[config.mk]
export PLATFORM = sky130hd
export DESIGN_NAME = backlight_dim_ramp_controller
export DESIGN_NICKNAME = d
export VERILOG_FILES = /design/src/hw/rtl/blcd_pkg.sv /design/src/hw/rtl/blcd_job_q.sv /design/src/hw/rtl/blcd_front.sv /design/src/hw/rtl/blcd_back.sv /design/src/hw/rtl/backlight_dim_ramp_controller.sv
export SDC_FILE = /design/constraint.sdc
export NUM_CORES = 1
export LEC_CHECK = 0
export BUFFER_PORTS_ARGS = -buffer_cell sky130_fd_sc_hd__buf_2
export CORE_MARGIN = 3
export CORE_UTILIZATION = 25
export CTS_BUF_LIST = sky130_fd_sc_hd__clkbuf_8
export CTS_CLUSTER_DIAMETER = 80
export DETAILED_ROUTE_END_ITERATION = 6
export GPL_ROUTABILITY_DRIVEN = 0
export GPL_TIMING_DRIVEN = 0
export HOLD_SLACK_MARGIN = 0.06
export MAX_ROUTING_LAYER = met4
export PLACE_DENSITY = 0.49
export SETUP_SLACK_MARGIN = 0.15
export SKIP_CTS_REPAIR_TIMING = 1
export SLEW_MARGIN = 5
export SYNTH_ARGS = -nofsm -noshare
export SYNTH_HDL_FRONTEND = slang
export SYNTH_HIERARCHICAL = 1
export SYNTH_SLANG_ARGS = --single-unit
[constraint.sdc]
create_clock -name clk -period 10.25 [get_ports clk]
set_input_delay 2.05 -clock clk [delete_from_list [all_inputs] [get_ports clk]]
set_output_delay 2.05 -clock clk [all_outputs]
set_load 0.01 [all_outputs]
[src/hw/rtl/blcd_pkg.sv]
// ----------------------------------------------------------------------------
// Backlight dim controller package
// Shared types, codes and constants for the level controller.
// ----------------------------------------------------------------------------
package blcd_pkg;

	localparam int unsigned LEVEL_CNT_W = 9;
	localparam int unsigned LEVEL_W     = 8;
	localparam int unsigned STEP_W      = 4;
	localparam int unsigned AMB_W       = 7;
	localparam int unsigned RES_CNT_W   = 6;

	localparam logic [LEVEL_CNT_W-1:0] LEVEL_CNT_RESET = 9'd16;
	localparam logic [LEVEL_CNT_W-1:0] LEVEL_CNT_MAX   = 9'd256;
	localparam logic [LEVEL_CNT_W-1:0] STEP_DIV        = 9'd20;
	// n / 20 == (n * 205) >> 12 for n up to 256
	localparam logic [7:0]             STEP_RECIP      = 8'd205;
	localparam int unsigned            STEP_SHIFT      = 12;

	localparam logic [AMB_W-1:0] AMB_START  = 7'd50;
	localparam logic [AMB_W-1:0] AMB_DARK   = 7'd30;
	localparam logic [AMB_W-1:0] AMB_BRIGHT = 7'd70;

	localparam logic [RES_CNT_W-1:0] MAX_RES = 6'd39;

	typedef enum logic {
		REG_LEVEL_COUNT = 1'b0,
		REG_HW_FADES    = 1'b1
	} reg_idx_e;

	typedef enum logic [2:0] {
		FN_UP      = 3'd0,
		FN_DOWN    = 3'd1,
		FN_SET_STD = 3'd2,
		FN_SET_DIM = 3'd3,
		FN_DIM     = 3'd4,
		FN_UNDIM   = 3'd5,
		FN_AMBIENT = 3'd6
	} func_e;

	typedef enum logic [1:0] {
		AMB_UNKNOWN = 2'd0,
		AMB_ON      = 2'd1,
		AMB_OFF     = 2'd2
	} amb_mode_e;

	typedef enum logic [1:0] {
		JOB_UP   = 2'd0,
		JOB_DOWN = 2'd1,
		JOB_MOVE = 2'd2
	} job_kind_e;

	typedef enum logic {
		BK_IDLE = 1'b0,
		BK_RAMP = 1'b1
	} back_state_e;

	typedef struct packed {
		job_kind_e          kind;
		logic [LEVEL_W-1:0] lvl;
	} job_t;

	typedef struct packed {
		logic [LEVEL_W-1:0] level;
		logic               last;
	} res_t;

	typedef struct packed {
		logic [LEVEL_W-1:0] top;
		logic [STEP_W-1:0]  step;
		logic               fades;
	} cfg_t;

	function automatic logic [LEVEL_CNT_W-1:0] eff_levels(input logic [LEVEL_CNT_W-1:0] lc);
		logic [LEVEL_CNT_W-1:0] n;
		n = lc;
		if (lc == '0) begin
			n = 9'd1;
		end else if (lc > LEVEL_CNT_MAX) begin
			n = LEVEL_CNT_MAX;
		end
		return n;
	endfunction

	function automatic logic [LEVEL_W-1:0] calc_top(input logic [LEVEL_CNT_W-1:0] lc);
		logic [LEVEL_CNT_W-1:0] t;
		t = eff_levels(lc) - 9'd1;
		return t[LEVEL_W-1:0];
	endfunction

	function automatic logic [STEP_W-1:0] calc_step(input logic [LEVEL_CNT_W-1:0] lc);
		logic [LEVEL_CNT_W-1:0] n;
		logic [16:0]            prod;
		logic [STEP_W-1:0]      st;
		n    = eff_levels(lc);
		prod = 17'(n) * 17'(STEP_RECIP);
		st   = prod[STEP_SHIFT+STEP_W-1:STEP_SHIFT];
		if (n < STEP_DIV) begin
			st = 4'd1;
		end
		return st;
	endfunction

endpackage

[src/hw/rtl/blcd_job_q.sv]
// ----------------------------------------------------------------------------
// Job queue
// Two-entry queue carrying level jobs from the front end to the ramp engine.
// ----------------------------------------------------------------------------
module blcd_job_q (
	input  logic          clk,
	input  logic          arst_n,
	input  logic          wr_en,
	input  blcd_pkg::job_t wr_data,
	output logic          full,
	input  logic          rd_en,
	output blcd_pkg::job_t rd_data,
	output logic          empty
);
	import blcd_pkg::*;

	job_t       mem_q [2];
	logic       wp_q;
	logic       rp_q;
	logic [1:0] cnt_q;
	logic       do_wr;
	logic       do_rd;

	assign full    = (cnt_q == 2'd2);
	assign empty   = (cnt_q == 2'd0);
	assign do_wr   = wr_en && !full;
	assign do_rd   = rd_en && !empty;
	assign rd_data = mem_q[rp_q];

	always_ff @(posedge clk or negedge arst_n) begin
		if (!arst_n) begin
			wp_q  <= 1'b0;
			rp_q  <= 1'b0;
			cnt_q <= 2'd0;
		end else begin
			if (do_wr) begin
				wp_q <= ~wp_q;
			end
			if (do_rd) begin
				rp_q <= ~rp_q;
			end
			if (do_wr && !do_rd) begin
				cnt_q <= cnt_q + 2'd1;
			end else if (do_rd && !do_wr) begin
				cnt_q <= cnt_q - 2'd1;
			end
		end
	end

	always_ff @(posedge clk) begin
		if (do_wr) begin
			mem_q[wp_q] <= wr_data;
		end
	end

endmodule

[src/hw/rtl/blcd_front.sv]
// ----------------------------------------------------------------------------
// Command front end
// Takes commands, keeps standard/dim/ambient state and issues level jobs.
// ----------------------------------------------------------------------------
module blcd_front (
	input  logic                       clk,
	input  logic                       arst_n,
	input  logic                       push,
	input  logic [2:0]                 func,
	input  logic [7:0]                 target_level,
	input  logic [6:0]                 ambient_percent,
	input  logic                       restart_ambient,
	input  blcd_pkg::cfg_t             cfg,
	input  logic                       jq_full,
	output logic                       jq_push,
	output blcd_pkg::job_t             jq_data
);
	import blcd_pkg::*;

	logic [LEVEL_W-1:0] std_q;
	logic [LEVEL_W-1:0] dim_q;
	logic               dimmed_q;
	amb_mode_e          amb_q;

	logic [LEVEL_W-1:0] std_n;
	logic [LEVEL_W-1:0] dim_n;
	logic               dimmed_n;
	amb_mode_e          amb_n;
	amb_mode_e          amb_base;
	logic               set_std;
	logic [LEVEL_W-1:0] set_val;
	logic               job_v;
	logic               accept;

	assign accept  = push && !jq_full;
	assign jq_push = accept && job_v;

	always_comb begin
		std_n            = std_q;
		dim_n            = dim_q;
		dimmed_n         = dimmed_q;
		amb_n            = amb_q;
		amb_base         = restart_ambient ? AMB_UNKNOWN : amb_q;
		set_std          = 1'b0;
		set_val          = '0;
		job_v            = 1'b0;
		jq_data.kind     = JOB_MOVE;
		jq_data.lvl      = '0;
		case (func)
			FN_UP: begin
				job_v        = 1'b1;
				jq_data.kind = JOB_UP;
			end
			FN_DOWN: begin
				job_v        = 1'b1;
				jq_data.kind = JOB_DOWN;
			end
			FN_SET_STD: begin
				set_std = 1'b1;
				set_val = target_level;
			end
			FN_SET_DIM: begin
				dim_n = (std_q > target_level) ? target_level : std_q;
				if (dimmed_q) begin
					job_v       = 1'b1;
					jq_data.lvl = dim_n;
				end
			end
			FN_DIM: begin
				if (!dimmed_q) begin
					dimmed_n    = 1'b1;
					job_v       = 1'b1;
					jq_data.lvl = dim_q;
				end
			end
			FN_UNDIM: begin
				if (dimmed_q) begin
					dimmed_n    = 1'b0;
					job_v       = 1'b1;
					jq_data.lvl = std_q;
				end
			end
			FN_AMBIENT: begin
				amb_n = amb_base;
				if (amb_base == AMB_UNKNOWN) begin
					set_std = 1'b1;
					if (ambient_percent < AMB_START) begin
						set_val = cfg.top;
						amb_n   = AMB_ON;
					end else begin
						set_val = '0;
						amb_n   = AMB_OFF;
					end
				end else if (ambient_percent < AMB_DARK && amb_base != AMB_ON) begin
					set_std = 1'b1;
					set_val = cfg.top;
					amb_n   = AMB_ON;
				end else if (ambient_percent > AMB_BRIGHT && amb_base != AMB_OFF) begin
					set_std = 1'b1;
					set_val = '0;
					amb_n   = AMB_OFF;
				end
			end
			default: begin
			end
		endcase
		if (set_std) begin
			std_n = set_val;
			if (!dimmed_q) begin
				job_v       = 1'b1;
				jq_data.lvl = set_val;
			end
		end
	end

	always_ff @(posedge clk or negedge arst_n) begin
		if (!arst_n) begin
			std_q    <= 8'd1;
			dim_q    <= 8'd1;
			dimmed_q <= 1'b0;
			amb_q    <= AMB_UNKNOWN;
		end else if (accept) begin
			std_q    <= std_n;
			dim_q    <= dim_n;
			dimmed_q <= dimmed_n;
			amb_q    <= amb_n;
		end
	end

endmodule

[src/hw/rtl/blcd_back.sv]
// ----------------------------------------------------------------------------
// Ramp engine
// Runs level jobs one step a cycle while the result queue has room, and queues the level writes.
// ----------------------------------------------------------------------------
module blcd_back (
	input  logic           clk,
	input  logic           arst_n,
	input  blcd_pkg::cfg_t cfg,
	input  logic           jq_empty,
	input  blcd_pkg::job_t jq_data,
	output logic           jq_pop,
	output logic           empty,
	input  logic           pop,
	output logic [7:0]     write_level,
	output logic           last_write
);
	import blcd_pkg::*;

	back_state_e          state_q;
	back_state_e          state_n;
	logic [LEVEL_W-1:0]   present_q;
	logic [LEVEL_W:0]     a_q;
	logic [LEVEL_W-1:0]   tgt_q;
	logic                 up_q;
	logic                 neg_q;
	logic [LEVEL_W-1:0]   held_q;
	logic                 held_v_q;
	logic [RES_CNT_W-1:0] cnt_q;

	res_t                 oq_q [2];
	logic                 oq_wp_q;
	logic                 oq_rp_q;
	logic [1:0]           oq_cnt_q;
	logic                 oq_full;
	logic                 oq_pop;
	logic                 oq_push;
	res_t                 oq_data;

	logic                 step_en;
	logic [LEVEL_W:0]     up_sum;
	logic [LEVEL_W-1:0]   up_lvl;
	logic [LEVEL_W-1:0]   dn_lvl;
	logic                 single_v;
	logic [LEVEL_W-1:0]   single_lvl;
	logic                 ramp_go;
	logic                 ramp_done;
	logic                 ramp_emit;
	logic                 start_ramp;
	logic                 take_job;

	assign oq_full  = (oq_cnt_q == 2'd2);
	assign empty    = (oq_cnt_q == 2'd0);
	assign oq_pop   = pop && !empty;
	assign step_en  = !oq_full;
	assign take_job = (state_q == BK_IDLE) && step_en && !jq_empty;

	// job decode and ramp step evaluation
	always_comb begin
		up_sum     = {1'b0, present_q} + 9'(cfg.step);
		up_lvl     = (up_sum > {1'b0, cfg.top}) ? cfg.top : up_sum[LEVEL_W-1:0];
		dn_lvl     = (present_q < 8'(cfg.step)) ? '0 : present_q - 8'(cfg.step);
		single_v   = 1'b0;
		single_lvl = up_lvl;
		ramp_go    = 1'b0;
		case (jq_data.kind)
			JOB_UP: begin
				single_v = 1'b1;
			end
			JOB_DOWN: begin
				single_v   = (dn_lvl <= cfg.top);
				single_lvl = dn_lvl;
			end
			JOB_MOVE: begin
				single_lvl = jq_data.lvl;
				if (cfg.fades) begin
					single_v = (jq_data.lvl <= cfg.top);
				end else begin
					ramp_go = (jq_data.lvl != present_q);
				end
			end
			default: begin
			end
		endcase
		if (up_q) begin
			ramp_done = (a_q > {1'b0, tgt_q}) || (a_q > {1'b0, cfg.top});
			ramp_emit = !ramp_done && (cnt_q < MAX_RES);
		end else begin
			ramp_done = neg_q || (a_q < {1'b0, tgt_q});
			ramp_emit = !ramp_done && (a_q <= {1'b0, cfg.top}) && (cnt_q < MAX_RES);
		end
	end

	// next state
	always_comb begin
		state_n = state_q;
		case (state_q)
			BK_IDLE: begin
				if (take_job && ramp_go) begin
					state_n = BK_RAMP;
				end
			end
			BK_RAMP: begin
				if (step_en && ramp_done) begin
					state_n = BK_IDLE;
				end
			end
			default: begin
				state_n = BK_IDLE;
			end
		endcase
	end

	// outputs of the sequencer
	always_comb begin
		jq_pop        = 1'b0;
		oq_push       = 1'b0;
		oq_data.level = held_q;
		oq_data.last  = 1'b0;
		start_ramp    = 1'b0;
		case (state_q)
			BK_IDLE: begin
				if (take_job) begin
					jq_pop        = 1'b1;
					oq_push       = single_v;
					oq_data.level = single_lvl;
					oq_data.last  = 1'b1;
					start_ramp    = ramp_go;
				end
			end
			BK_RAMP: begin
				if (step_en) begin
					if (ramp_done) begin
						oq_push      = held_v_q;
						oq_data.last = 1'b1;
					end else if (ramp_emit) begin
						oq_push = held_v_q;
					end
				end
			end
			default: begin
			end
		endcase
	end

	always_ff @(posedge clk or negedge arst_n) begin
		if (!arst_n) begin
			state_q   <= BK_IDLE;
			present_q <= '0;
			held_v_q  <= 1'b0;
			cnt_q     <= '0;
			up_q      <= 1'b0;
			neg_q     <= 1'b0;
		end else begin
			state_q <= state_n;
			if (take_job && single_v) begin
				present_q <= single_lvl;
			end
			if (start_ramp) begin
				held_v_q <= 1'b0;
				cnt_q    <= '0;
				up_q     <= (jq_data.lvl > present_q);
				neg_q    <= 1'b0;
			end else if (state_q == BK_RAMP && step_en) begin
				if (ramp_done) begin
					held_v_q <= 1'b0;
				end else begin
					if (ramp_emit) begin
						held_v_q  <= 1'b1;
						cnt_q     <= cnt_q + 6'd1;
						present_q <= a_q[LEVEL_W-1:0];
					end
					if (!up_q && a_q < 9'(cfg.step)) begin
						neg_q <= 1'b1;
					end
				end
			end
		end
	end

	always_ff @(posedge clk) begin
		if (start_ramp) begin
			a_q   <= {1'b0, present_q};
			tgt_q <= jq_data.lvl;
		end else if (state_q == BK_RAMP && step_en && !ramp_done) begin
			if (ramp_emit) begin
				held_q <= a_q[LEVEL_W-1:0];
			end
			if (up_q) begin
				a_q <= a_q + 9'(cfg.step);
			end else if (a_q >= 9'(cfg.step)) begin
				a_q <= a_q - 9'(cfg.step);
			end
		end
	end

	// result queue
	always_ff @(posedge clk or negedge arst_n) begin
		if (!arst_n) begin
			oq_wp_q  <= 1'b0;
			oq_rp_q  <= 1'b0;
			oq_cnt_q <= 2'd0;
		end else begin
			if (oq_push) begin
				oq_wp_q <= ~oq_wp_q;
			end
			if (oq_pop) begin
				oq_rp_q <= ~oq_rp_q;
			end
			if (oq_push && !oq_pop) begin
				oq_cnt_q <= oq_cnt_q + 2'd1;
			end else if (oq_pop && !oq_push) begin
				oq_cnt_q <= oq_cnt_q - 2'd1;
			end
		end
	end

	always_ff @(posedge clk) begin
		if (oq_push) begin
			oq_q[oq_wp_q] <= oq_data;
		end
	end

	assign write_level = oq_q[oq_rp_q].level;
	assign last_write  = oq_q[oq_rp_q].last;

endmodule

[src/hw/rtl/backlight_dim_ramp_controller.sv]
// ----------------------------------------------------------------------------
// Backlight dim ramp controller
// Path: a single level write passes the job queue and then the result queue;
//   ramp writes also pass the step and held-level registers, plus any wait
//   behind earlier jobs.
// Throughput: one ramp step per cycle in the ramp engine while the result
//   queue has room.
// Reset: asynchronous; levels, dim state and ambient mode return to defaults.
// ----------------------------------------------------------------------------
module backlight_dim_ramp_controller (
	input  logic       clk,
	input  logic       arst_n,
	input  logic       cfg_wr_en,
	input  logic       cfg_index,
	input  logic [8:0] cfg_data,
	input  logic       push,
	output logic       full,
	input  logic [2:0] func,
	input  logic [7:0] target_level,
	input  logic [6:0] ambient_percent,
	input  logic       restart_ambient,
	output logic       empty,
	input  logic       pop,
	output logic [7:0] write_level,
	output logic       last_write
);
	import blcd_pkg::*;

	logic [LEVEL_CNT_W-1:0] level_count_q;
	logic                   hw_fades_q;
	cfg_t                   cfg;
	logic                   jq_push;
	job_t                   jq_wdata;
	logic                   jq_full;
	logic                   jq_pop;
	job_t                   jq_rdata;
	logic                   jq_empty;

	always_ff @(posedge clk or negedge arst_n) begin
		if (!arst_n) begin
			level_count_q <= LEVEL_CNT_RESET;
			hw_fades_q    <= 1'b0;
		end else if (cfg_wr_en) begin
			case (cfg_index)
				REG_LEVEL_COUNT: level_count_q <= cfg_data;
				REG_HW_FADES:    hw_fades_q    <= cfg_data[0];
				default: begin
				end
			endcase
		end
	end

	always_comb begin
		cfg.top   = calc_top(level_count_q);
		cfg.step  = calc_step(level_count_q);
		cfg.fades = hw_fades_q;
	end

	assign full = jq_full;

	blcd_front u_front (
		.clk             (clk),
		.arst_n          (arst_n),
		.push            (push),
		.func            (func),
		.target_level    (target_level),
		.ambient_percent (ambient_percent),
		.restart_ambient (restart_ambient),
		.cfg             (cfg),
		.jq_full         (jq_full),
		.jq_push         (jq_push),
		.jq_data         (jq_wdata)
	);

	blcd_job_q u_job_q (
		.clk     (clk),
		.arst_n  (arst_n),
		.wr_en   (jq_push),
		.wr_data (jq_wdata),
		.full    (jq_full),
		.rd_en   (jq_pop),
		.rd_data (jq_rdata),
		.empty   (jq_empty)
	);

	blcd_back u_back (
		.clk         (clk),
		.arst_n      (arst_n),
		.cfg         (cfg),
		.jq_empty    (jq_empty),
		.jq_data     (jq_rdata),
		.jq_pop      (jq_pop),
		.empty       (empty),
		.pop         (pop),
		.write_level (write_level),
		.last_write  (last_write)
	);

endmodule
==> flow_metrics.py, run 1 <==
metrics = {
    "clocking": {
        "path_clk_slew_ns": 0.08,
        "cts_root_buffer": "clkbuf_8",
        "cts.sinks": 118,
        "tritoncts": "done",
        "cts.path.max_buffers": 2,
        "numCtsBuffers": 17,
        "cts_max_level": 4,
        "clk_latency_ns": 0.45,
    },
    "critical_path": {
        "critPathTopFamily": "adder cells",
        "crit_path_top_delay_cell": "fa_1",
        "worstSetupPathType": "reg -> reg",
        "r2r_setup_slack_ns": 1.31,
        "path_buf_inv": 10,
        "arrival_ns": 9.10,
        "cp_max_fo": 10,
        "slowest_delay_ns": 0.53,
        "critPathMostFrequentCell": "inv_1",
        "worst_setup_path_end_kind": "flip-flop",
        "critPathRequiredTime_ns": 10.41,
        "reg2regPathDepth": 33,
        "startpoint_type": "flip-flop",
        "regToRegStartpoint": "level_count_q[8]",
        "rr_endpoint": "u_back/oq_q[1][6]",
    },
    "sta": {
        "max_slew_margin_pct": 25.0,
        "fin_crit_sh_pct": 87.2,
        "fmax_mhz": 112,
        "setup_viol": 0,
        "timing.final.ws_setup_ns": 1.31,
        "skew_ns": 0.0129,
        "final.setup.tns_ns": 0,
        "worst_pin_slew_ns": 1.12,
        "drv_slew": 0,
        "rsz0062_at_grt": "false",
        "min_period_ns": 8.94,
        "hold_viol": 0,
    },
    "layout": {
        "post-route-util_pct": 29.2,
        "multi_input_area_mm2": 0.00594,
        "num-fill-cells": 4084,
        "diodes": 0,
        "regArea_mm2": 0.00326,
        "instances_no_fill": 1593,
        "drive_above_1_share_pct": 13.8,
        "layout.nets": 1248,
        "area_growth_pct": 14.1,
    },
    "route": {
        "first_pass_iters": 5,
        "drc": 0,
        "wl_um": 26000,
        "wl_per_cell_um": 16.3,
        "ant_nets": 0,
        "vias": 7722,
        "drt-initial-drc-count": 637,
        "viasPerCell": 4.85,
    },
    "floorplan": {
        "die_w_um": 203,
        "die_area_mm2": 0.0413,
        "ios": 45,
        "core_mm2": 0.0380,
        "num_rows": 71,
        "die_h_um": 203,
        "initial_core_util_pct": 25.6,
    },
    "global_routing": {
        "grt_pass1_wl_um": 41700,
        "grt_pass1_vias": 7612,
        "use_met3_pct": 2.31,
        "grt_max_degree": 56,
        "use_met2_pct": 19.9,
        "overflow": 0,
        "antenna_found_initial": 0,
        "track_usage_pct": 13.2,
        "grtUsageMet1_pct": 18.3,
        "grt-busiest-layer": "met2",
    },
    "power_and_ir_drop": {
        "vdd_drop_max_v": 0.000117,
        "finalPower_mw": 3.80,
        "power.density_mw_per_mm2": 342,
        "p_leak_nw": 4.73,
    },
    "synth": {
        "synth_nets": 1184,
        "synth_flop_cell": "edfxtp_1",
        "ys_ff_latch": 118,
        "synth_largest_area_cell": "edfxtp_1",
        "seq_area_frac_synth_pct": 33.5,
        "ys_warn_count": 6,
        "async_flop_share_pct": 46.6,
        "synth_top_cell_area_share_pct": 19.1,
        "syn-cell-area_mm2": 0.00973,
        "synth_cell_types": 84,
        "synthCells": 1005,
        "synth_edf_count": 62,
        "synthTopCellsByArea": "edfxtp_1 (19%), ha_1 (16%), dfrtp_1 (13%)",
        "avgSynthCellArea_um2": 9.68,
    },
    "placed_design": {
        "port_buffers": 44,
        "dp_cells": 1561,
        "hpwl_um": 20400,
        "post-place-ws_ns": 0.810,
    },
    "worst_hold_path": {
        "hold_start": "u_back/oq_wp_q",
        "min_to": "u_back/oq_wp_q",
        "min_path_cells": 1,
        "hold_path_class": "reg -> reg",
    },
    "job": {
        "drv_cap": 0,
    },
    "run_status": {
        "status": "finished, final reports clean",
    },
}
==> metrics by stage <==
step	hold WS, ns	area (um^2)
after floorplan	0.454	9730
after global placement	0.472	10600
after detailed placement	0.475	10600
after CTS	0.489	11100
after global routing	0.513	11100
final	0.486	11100
==> registers in the layout (all words and copies together), names as in the netlist, 2 cells and up <==
signal	flops
level_count_q	9
u_back/a_q	9
u_back/cnt_q	6
u_back/held_q	8
u_back/oq_cnt_q	2
u_back/oq_q	18
u_back/present_q	8
u_back/tgt_q	8
u_front/amb_q	2
u_front/dim_q	8
u_front/std_q	8
u_job_q/cnt_q	2
u_job_q/mem_q	20
==> placed cells by master (no fill, tap or decap), types with 5 or more instances in the layout <==
cell,instances
mux2_1,10
nor3_1,8
edfxtp_1,62
nor4bb_1,8
or4_1,5
mux2i_1,11
fa_1,18
ha_1,127
clkbuf_1,22
or4b_2,5
buf_2,53
o211ai_1,38
nand4_1,16
mux2_2,32
a41oi_1,9
nor2b_1,29
clkbuf_8,17
bufinv_16,5
a21oi_1,43
a21o_1,8
nor2_1,53
and2_1,5
nand3_1,24
nand2b_1,18
xnor2_1,28
o21ai_1,5
nand2_1,82
dfrtp_1,52
xor2_1,8
a31oi_1,5
a22oi_1,13
inv_1,98
o21a_1,8
o21ai_0,50
a211oi_1,11
or3_1,6
==> how the worst max path moves through the flow <==
stage,start,endpoint,slack (ns),cells past startpoint
3_3_place_gp,level_count_q[2],u_back/oq_q[0][1],0.92,28
3_5_place_dp,level_count_q[8],u_back/oq_q[1][6],0.81,32
5_1_grt,level_count_q[2],u_back/oq_q[0][6],0.66,29
2_1_floorplan,level_count_q[2],u_back/oq_q[0][0],2.33,28
4_1_cts,level_count_q[8],u_back/oq_q[0][6],0.78,32
6_report,level_count_q[8],u_back/oq_q[1][6],1.31,33
==> cell families after synthesis <==
| family | share of synthesized area (%) |
|---|---|
| compound gates | 15.5 |
| xor+xnor | 3.24 |
| fa+ha+maj | 20.0 |
| buf+inv | 5.53 |
| flops | 33.5 |
| mux | 5.99 |
| other cells | 0.0385 |
| simple gates | 16.1 |
==> report_power, final <==
part | internal (mW) | switching (mW)
Sequential | 0.709 | 0.130
Clock | 0.297 | 0.220
Combinational | 0.983 | 1.46
Total | 1.99 | 1.81
==> Yosys cell counts, types with 5 or more instances <==
cell      instances
ha_1            127
inv_1            98
nand2_1          82
edfxtp_1         62
nor2_1           53
dfrtp_1          52
o21ai_0          50
a21oi_1          43
o211ai_1         38
mux2_2           32
nor2b_1          29
xnor2_1          28
nand3_1          24
clkbuf_1         22
fa_1             18
nand2b_1         18
nand4_1          16
a22oi_1          13
a211oi_1         12
mux2i_1          11
buf_2            10
mux2_1           10
a41oi_1           9
a21o_1            8
nor3_1            8
nor4bb_1          8
o21a_1            8
xor2_1            8
or3_1             6
a31oi_1           5
and2_1            5
o21ai_1           5
or4_1             5
or4b_2            5
==> final cells by class <==
class | instances | share of cell area [%]
buffer | 36 | 1.47
multi-input combinational | 751 | 53.5
clock inverter | 15 | 2.18
timing repair buffer | 45 | 2.25
inverter | 100 | 3.38
tap | 511 | 5.76
clock buffer | 17 | 2.11
sequential | 118 | 29.4
==> metal layers <==
| metal | vias up | wire [um] |
|---|---|---|
| li1 | 3774 | - |
| met1 | 3711 | 12700 |
| met2 | 207 | 11600 |
| met3 | 30 | 1230 |
| met4 | 0 | 401 |
| met5 | - | 0 |
Power figures use the tool's default switching activity.
==> run 2, diff against run 1 <==
--- a/config.mk
+++ b/config.mk
@@ -16,6 +16,7 @@
 export HOLD_SLACK_MARGIN = 0.06
 export MAX_ROUTING_LAYER = met4
 export PLACE_DENSITY = 0.49
+export RECOVER_POWER = 50
 export SETUP_SLACK_MARGIN = 0.15
 export SKIP_CTS_REPAIR_TIMING = 1
 export SLEW_MARGIN = 5
==> flow_metrics.py, run 2 (synthesized netlist as in run 1, its figures left out) <==
metrics = {
    "floorplan": {
        "die_area_mm2": 0.0413,
        "ios": 45,
        "core_mm2": 0.0380,
        "die_h_um": 203,
        "die_w_um": 203,
        "num_rows": 71,
        "initial_core_util_pct": 25.6,
    },
    "layout": {
        "num-fill-cells": 4097,
        "post-route-util_pct": 29.0,
        "area_growth_pct": 13.4,
        "layout.nets": 1248,
        "final_cell_mix": "ha_1 (127), inv_1 (98), nand2_1 (82)",
        "largest-register": "u_job_q/mem_q",
        "reg_top3": "u_job_q/mem_q: 20 flops, u_back/oq_q: 18 flops",
        "drive_above_1_share_pct": 12.4,
        "layout_commonest_cell": "ha_1",
        "instances_no_fill": 1593,
        "largest_register_ffs": 20,
        "diodes": 0,
    },
    "global_routing": {
        "track_usage_pct": 13.2,
        "grt_pass1_vias": 7612,
        "grt_pass1_wl_um": 41700,
        "overflow": 0,
        "antenna_found_initial": 0,
        "grt_max_degree": 56,
    },
    "power_and_ir_drop": {
        "power.internal_mw": 1.98,
        "switching_share_pct": 47.7,
        "p_leak_nw": 4.68,
        "vdd_drop_max_v": 0.000118,
        "p_clk_share_pct": 13.6,
        "combPwrFrac_pct": 64.2,
        "pwr-share-seq_pct": 22.2,
        "finalPower_mw": 3.79,
        "power.density_mw_per_mm2": 343,
        "p_switching_mw": 1.81,
    },
    "sta": {
        "rsz0062_at_grt": "false",
        "min_period_ns": 8.94,
        "worst_pin_slew_ns": 3.37,
        "fin_crit_sh_pct": 87.2,
        "fmax_mhz": 112,
        "whs_ns": 0.486,
        "max_slew_margin_pct": -125,
        "skew_ns": 0.0117,
        "setup_viol": 0,
        "final.setup.tns_ns": 0,
        "hold_viol": 0,
        "drv_slew": 56,
    },
    "critical_path": {
        "startpoint_type": "flip-flop",
        "slowest_delay_ns": 0.53,
        "critPathRequiredTime_ns": 10.41,
        "critPathMostFrequentCell": "inv_1",
        "crit_path_end": "u_back/oq_q[1][6]",
        "r2r_setup_slack_ns": 1.31,
        "regToRegStartpoint": "level_count_q[8]",
        "cp_max_fo": 10,
        "reg2regPathDepth": 33,
        "worst_setup_path_end_kind": "flip-flop",
        "worstSetupPathType": "reg -> reg",
        "rr_endpoint": "u_back/oq_q[1][6]",
        "crit_start": "level_count_q[8]",
        "arrival_ns": 9.09,
        "crit_path_top_delay_cell": "fa_1",
    },
    "job": {
        "drv_cap": 1,
    },
    "clocking": {
        "cts_root_buffer": "clkbuf_8",
        "cts.sinks": 118,
        "cts_max_level": 4,
        "tritoncts": "done",
        "path_clk_slew_ns": 0.08,
        "numCtsBuffers": 17,
        "cts.path.max_buffers": 2,
        "clk_latency_ns": 0.45,
    },
    "placed_design": {
        "port_buffers": 44,
        "dp_cells": 1561,
        "hpwl_um": 20400,
    },
    "run_status": {
        "status": "finished, violations left",
        "violations": "capacitance limit, slew limit",
    },
    "route": {
        "vias": 7658,
        "ant_nets": 0,
        "wl_um": 26000,
        "drt-initial-drc-count": 623,
        "viasPerCell": 4.81,
        "wl_per_cell_um": 16.3,
        "first_pass_iters": 5,
        "drc": 0,
    },
    "worst_hold_path": {
        "min_path_cells": 1,
        "hold_path_class": "reg -> reg",
        "hold_start": "u_back/oq_wp_q",
    },
}
==> run 2: changes by cell type in the layout (fill, tap and decap cells not counted), moves of 2 or more <==
cell      delta
buf_2       -10
buf_4        -2
clkbuf_1    +12
o21ai_0      +2
o21ai_1      -2
==> run 2: per-stage QoR <==
step / instance area (um^2) / setup slack, ns
after floorplan: 9730 / 2.33
after global placement: 10600 / 0.924
after detailed placement: 10600 / 0.810
after CTS: 11100 / 0.779
after global routing: 11000 / 0.664
final: 11000 / 1.31
==> run 2: worst min-delay path by stage <==
stage	to
global placement	u_back/oq_wp_q
floorplan	u_back/held_q[0]
detailed placement	u_back/oq_wp_q
CTS	u_back/oq_wp_q
global route	u_front/dim_q[0]
finish	u_back/oq_wp_q
==> run 2: power groups by stage <==
stage	Sequential (mW)	Combinational [mW]	Clock, mW
floorplan	0.791	1.78	0
global placement	0.846	2.40	0
detailed placement	0.849	2.43	0
CTS	0.840	2.44	0.534
global route	0.856	2.76	0.554
finish	0.839	2.43	0.517
==> run 2: cell type report <==
type                       instances  area (um^2)  share of cell area, %
sequential                       118         3260                   29.6
inverter                         100          375                   3.40
buffer                            36          155                   1.41
timing repair buffer              45          218                   1.97
tap                              511          639                   5.79
multi-input combinational        751         5910                   53.5
clock inverter                    15          241                   2.19
clock buffer                      17          234                   2.12
==> run 2: per-layer routing <==
layer  routed length, um  share of wire [%]  global-route usage (%)  vias up
met3                1320                5.1                    2.31       27
met5                   0                  0                       -        -
li1                    -                  -                       -     3775
met2               11600                 45                    19.9      177
met1               12600                 49                    18.3     3679
met4                 386                1.5                    3.54        0
==> run 2: worst max-delay path: cells and delay by family, from the launching register on <==
family	cells	cell delay (ns)
DFF	1	0.40
adders and majority gates	7	2.81
muxes	2	0.76
AOI/OAI and AO/OA	9	2.37
and+or+nand+nor	4	0.70
buffers and inverters	10	1.43
xor gates and xnor gates	1	0.18
==> run 3, diff against run 2 <==
--- a/config.mk
+++ b/config.mk
@@ -5,8 +5,8 @@
 export SDC_FILE = /design/constraint.sdc
 export NUM_CORES = 1
 export LEC_CHECK = 0
+export ABC_CLOCK_PERIOD_IN_PS = 10250
 export BUFFER_PORTS_ARGS = -buffer_cell sky130_fd_sc_hd__buf_2
-export CORE_MARGIN = 3
 export CORE_UTILIZATION = 25
 export CTS_BUF_LIST = sky130_fd_sc_hd__clkbuf_8
 export CTS_CLUSTER_DIAMETER = 80
==> flow_metrics.py, run 3 (synthesized netlist as in run 1, its figures left out) <==
metrics = {
    "run_status": {
        "status": "finished, violations left",
        "violations": "capacitance limit, slew limit",
    },
    "global_routing": {
        "grt_max_degree": 56,
        "track_usage_pct": 14.1,
        "grt_pass1_wl_um": 41800,
        "grt_pass1_vias": 7599,
        "overflow": 0,
        "antenna_found_initial": 0,
    },
    "clocking": {
        "clk_latency_ns": 0.45,
        "path_clk_slew_ns": 0.08,
        "cts.sinks": 118,
        "tritoncts": "done",
        "cts.path.max_buffers": 2,
        "cts_root_buffer": "clkbuf_8",
        "numCtsBuffers": 17,
        "cts_max_level": 4,
    },
    "sta": {
        "worst_pin_slew_ns": 3.54,
        "skew_ns": 0.0205,
        "min_period_ns": 8.97,
        "fmax_mhz": 111,
        "max_slew_margin_pct": -136,
        "drv_slew": 56,
        "hold_viol": 0,
        "rsz0062_at_grt": "false",
        "final.setup.tns_ns": 0,
        "setup_viol": 0,
        "fin_crit_sh_pct": 87.5,
    },
    "critical_path": {
        "startpoint_type": "flip-flop",
        "worst_setup_path_end_kind": "flip-flop",
        "cp_max_fo": 8,
        "slowest_delay_ns": 0.56,
        "worstSetupPathType": "reg -> reg",
        "crit_path_top_delay_cell": "fa_1",
        "critPathRequiredTime_ns": 10.41,
        "arrival_ns": 9.13,
    },
    "floorplan": {
        "die_h_um": 199,
        "core_mm2": 0.0380,
        "die_w_um": 199,
        "die_area_mm2": 0.0397,
        "num_rows": 71,
        "ios": 45,
        "initial_core_util_pct": 25.6,
    },
    "layout": {
        "diodes": 0,
        "largest-register": "u_job_q/mem_q",
        "instances_no_fill": 1593,
        "layout_commonest_cell": "ha_1",
        "area_growth_pct": 12.6,
        "final_area_mm2": 0.0110,
        "reg_top3": "u_job_q/mem_q: 20 flops, u_back/oq_q: 18 flops",
        "layout.nets": 1248,
        "final_cell_mix": "ha_1 (127), inv_1 (99), nand2_1 (83)",
        "largest_register_ffs": 20,
        "drive_above_1_share_pct": 11.4,
    },
    "route": {
        "ant_nets": 0,
        "viasPerCell": 4.83,
        "drc": 0,
        "drt-initial-drc-count": 523,
        "wl_per_cell_um": 16.4,
        "vias": 7689,
        "first_pass_iters": 5,
        "wl_um": 26100,
    },
    "placed_design": {
        "dp_cells": 1561,
        "hpwl_um": 20400,
        "port_buffers": 44,
        "placed_area_mm2": 0.0106,
    },
    "job": {
        "drv_cap": 1,
    },
    "power_and_ir_drop": {
        "vdd_drop_max_v": 0.000115,
        "power.density_mw_per_mm2": 341,
        "p_leak_nw": 4.61,
    },
    "worst_hold_path": {
        "hold_path_class": "reg -> reg",
    },
}
[run 3: changes by cell type in the layout (fill, tap and decap cells not counted), moves of 2 or more]
cell / delta
clkbuf_1: +9
buf_2: -8
clkinvlp_4: +4
bufinv_16: -2
inv_8: -2
[run 3: final timing paths]
check | slack [ns] | end | cells past startpoint | start
setup / recovery | 1.28 | u_back/oq_q[0][6] | 30 | level_count_q[2]
hold / removal | 0.49 | u_back/oq_wp_q | 1 | u_back/oq_wp_q
setup reg to reg | 1.28 | u_back/oq_q[0][6] | 30 | level_count_q[2]
hold reg to reg | 0.49 | u_back/oq_wp_q | 1 | u_back/oq_wp_q
max in group asynchronous | 5.29 | u_front/dimmed_q | 2 | arst_n
min in group asynchronous | 2.89 | u_back/present_q[0] | 2 | arst_n
[run 3: area by class of cell]
class | count | area (um^2)
Sequential cell | 118 | 3260
Multi-Input combinational cell | 751 | 5910
Inverter | 100 | 375
Clock inverter | 15 | 180
Fill cell | 4130 | 27100
Clock buffer | 17 | 234
Tap cell | 511 | 639
Timing Repair Buffer | 45 | 208
Buffer | 36 | 151
[run 3: power by group]
part	switching (mW)	internal [mW]	total, mW
clock network	0.215	0.242	0.456
logic	1.47	0.971	2.44
registers	0.127	0.710	0.836
[run 3: stage by stage]
step	hold slack, ns	power, mW	setup slack, ns	util [%]
2_1_floorplan	0.454	2.57	2.33	-
3_3_place_gp	0.473	3.24	0.922	27.9
3_5_place_dp	0.482	3.29	0.880	27.9
4_1_cts	0.494	3.77	0.850	29.0
5_1_grt	0.511	4.11	0.466	28.8
6_report	0.494	3.73	1.28	28.8
[run 3: worst max-delay path: cells and delay by family (launching register included)]
kind	cells	cell delay, ns
buf+inv	6	0.78
compound gates	10	2.79
flops	1	0.44
mux	2	0.76
simple gates	4	1.00
fa+ha+maj	7	2.73
xor+xnor	1	0.18
[run 3: routing by layer]
layer  share of wire [%]  up-vias  track usage [%]
li1                    -     3765                -
met1                  50     3690             19.5
met2                  44      194             21.4
met3                 4.4       40             2.28
met4                 1.9        0             3.70
met5                   0        -                -
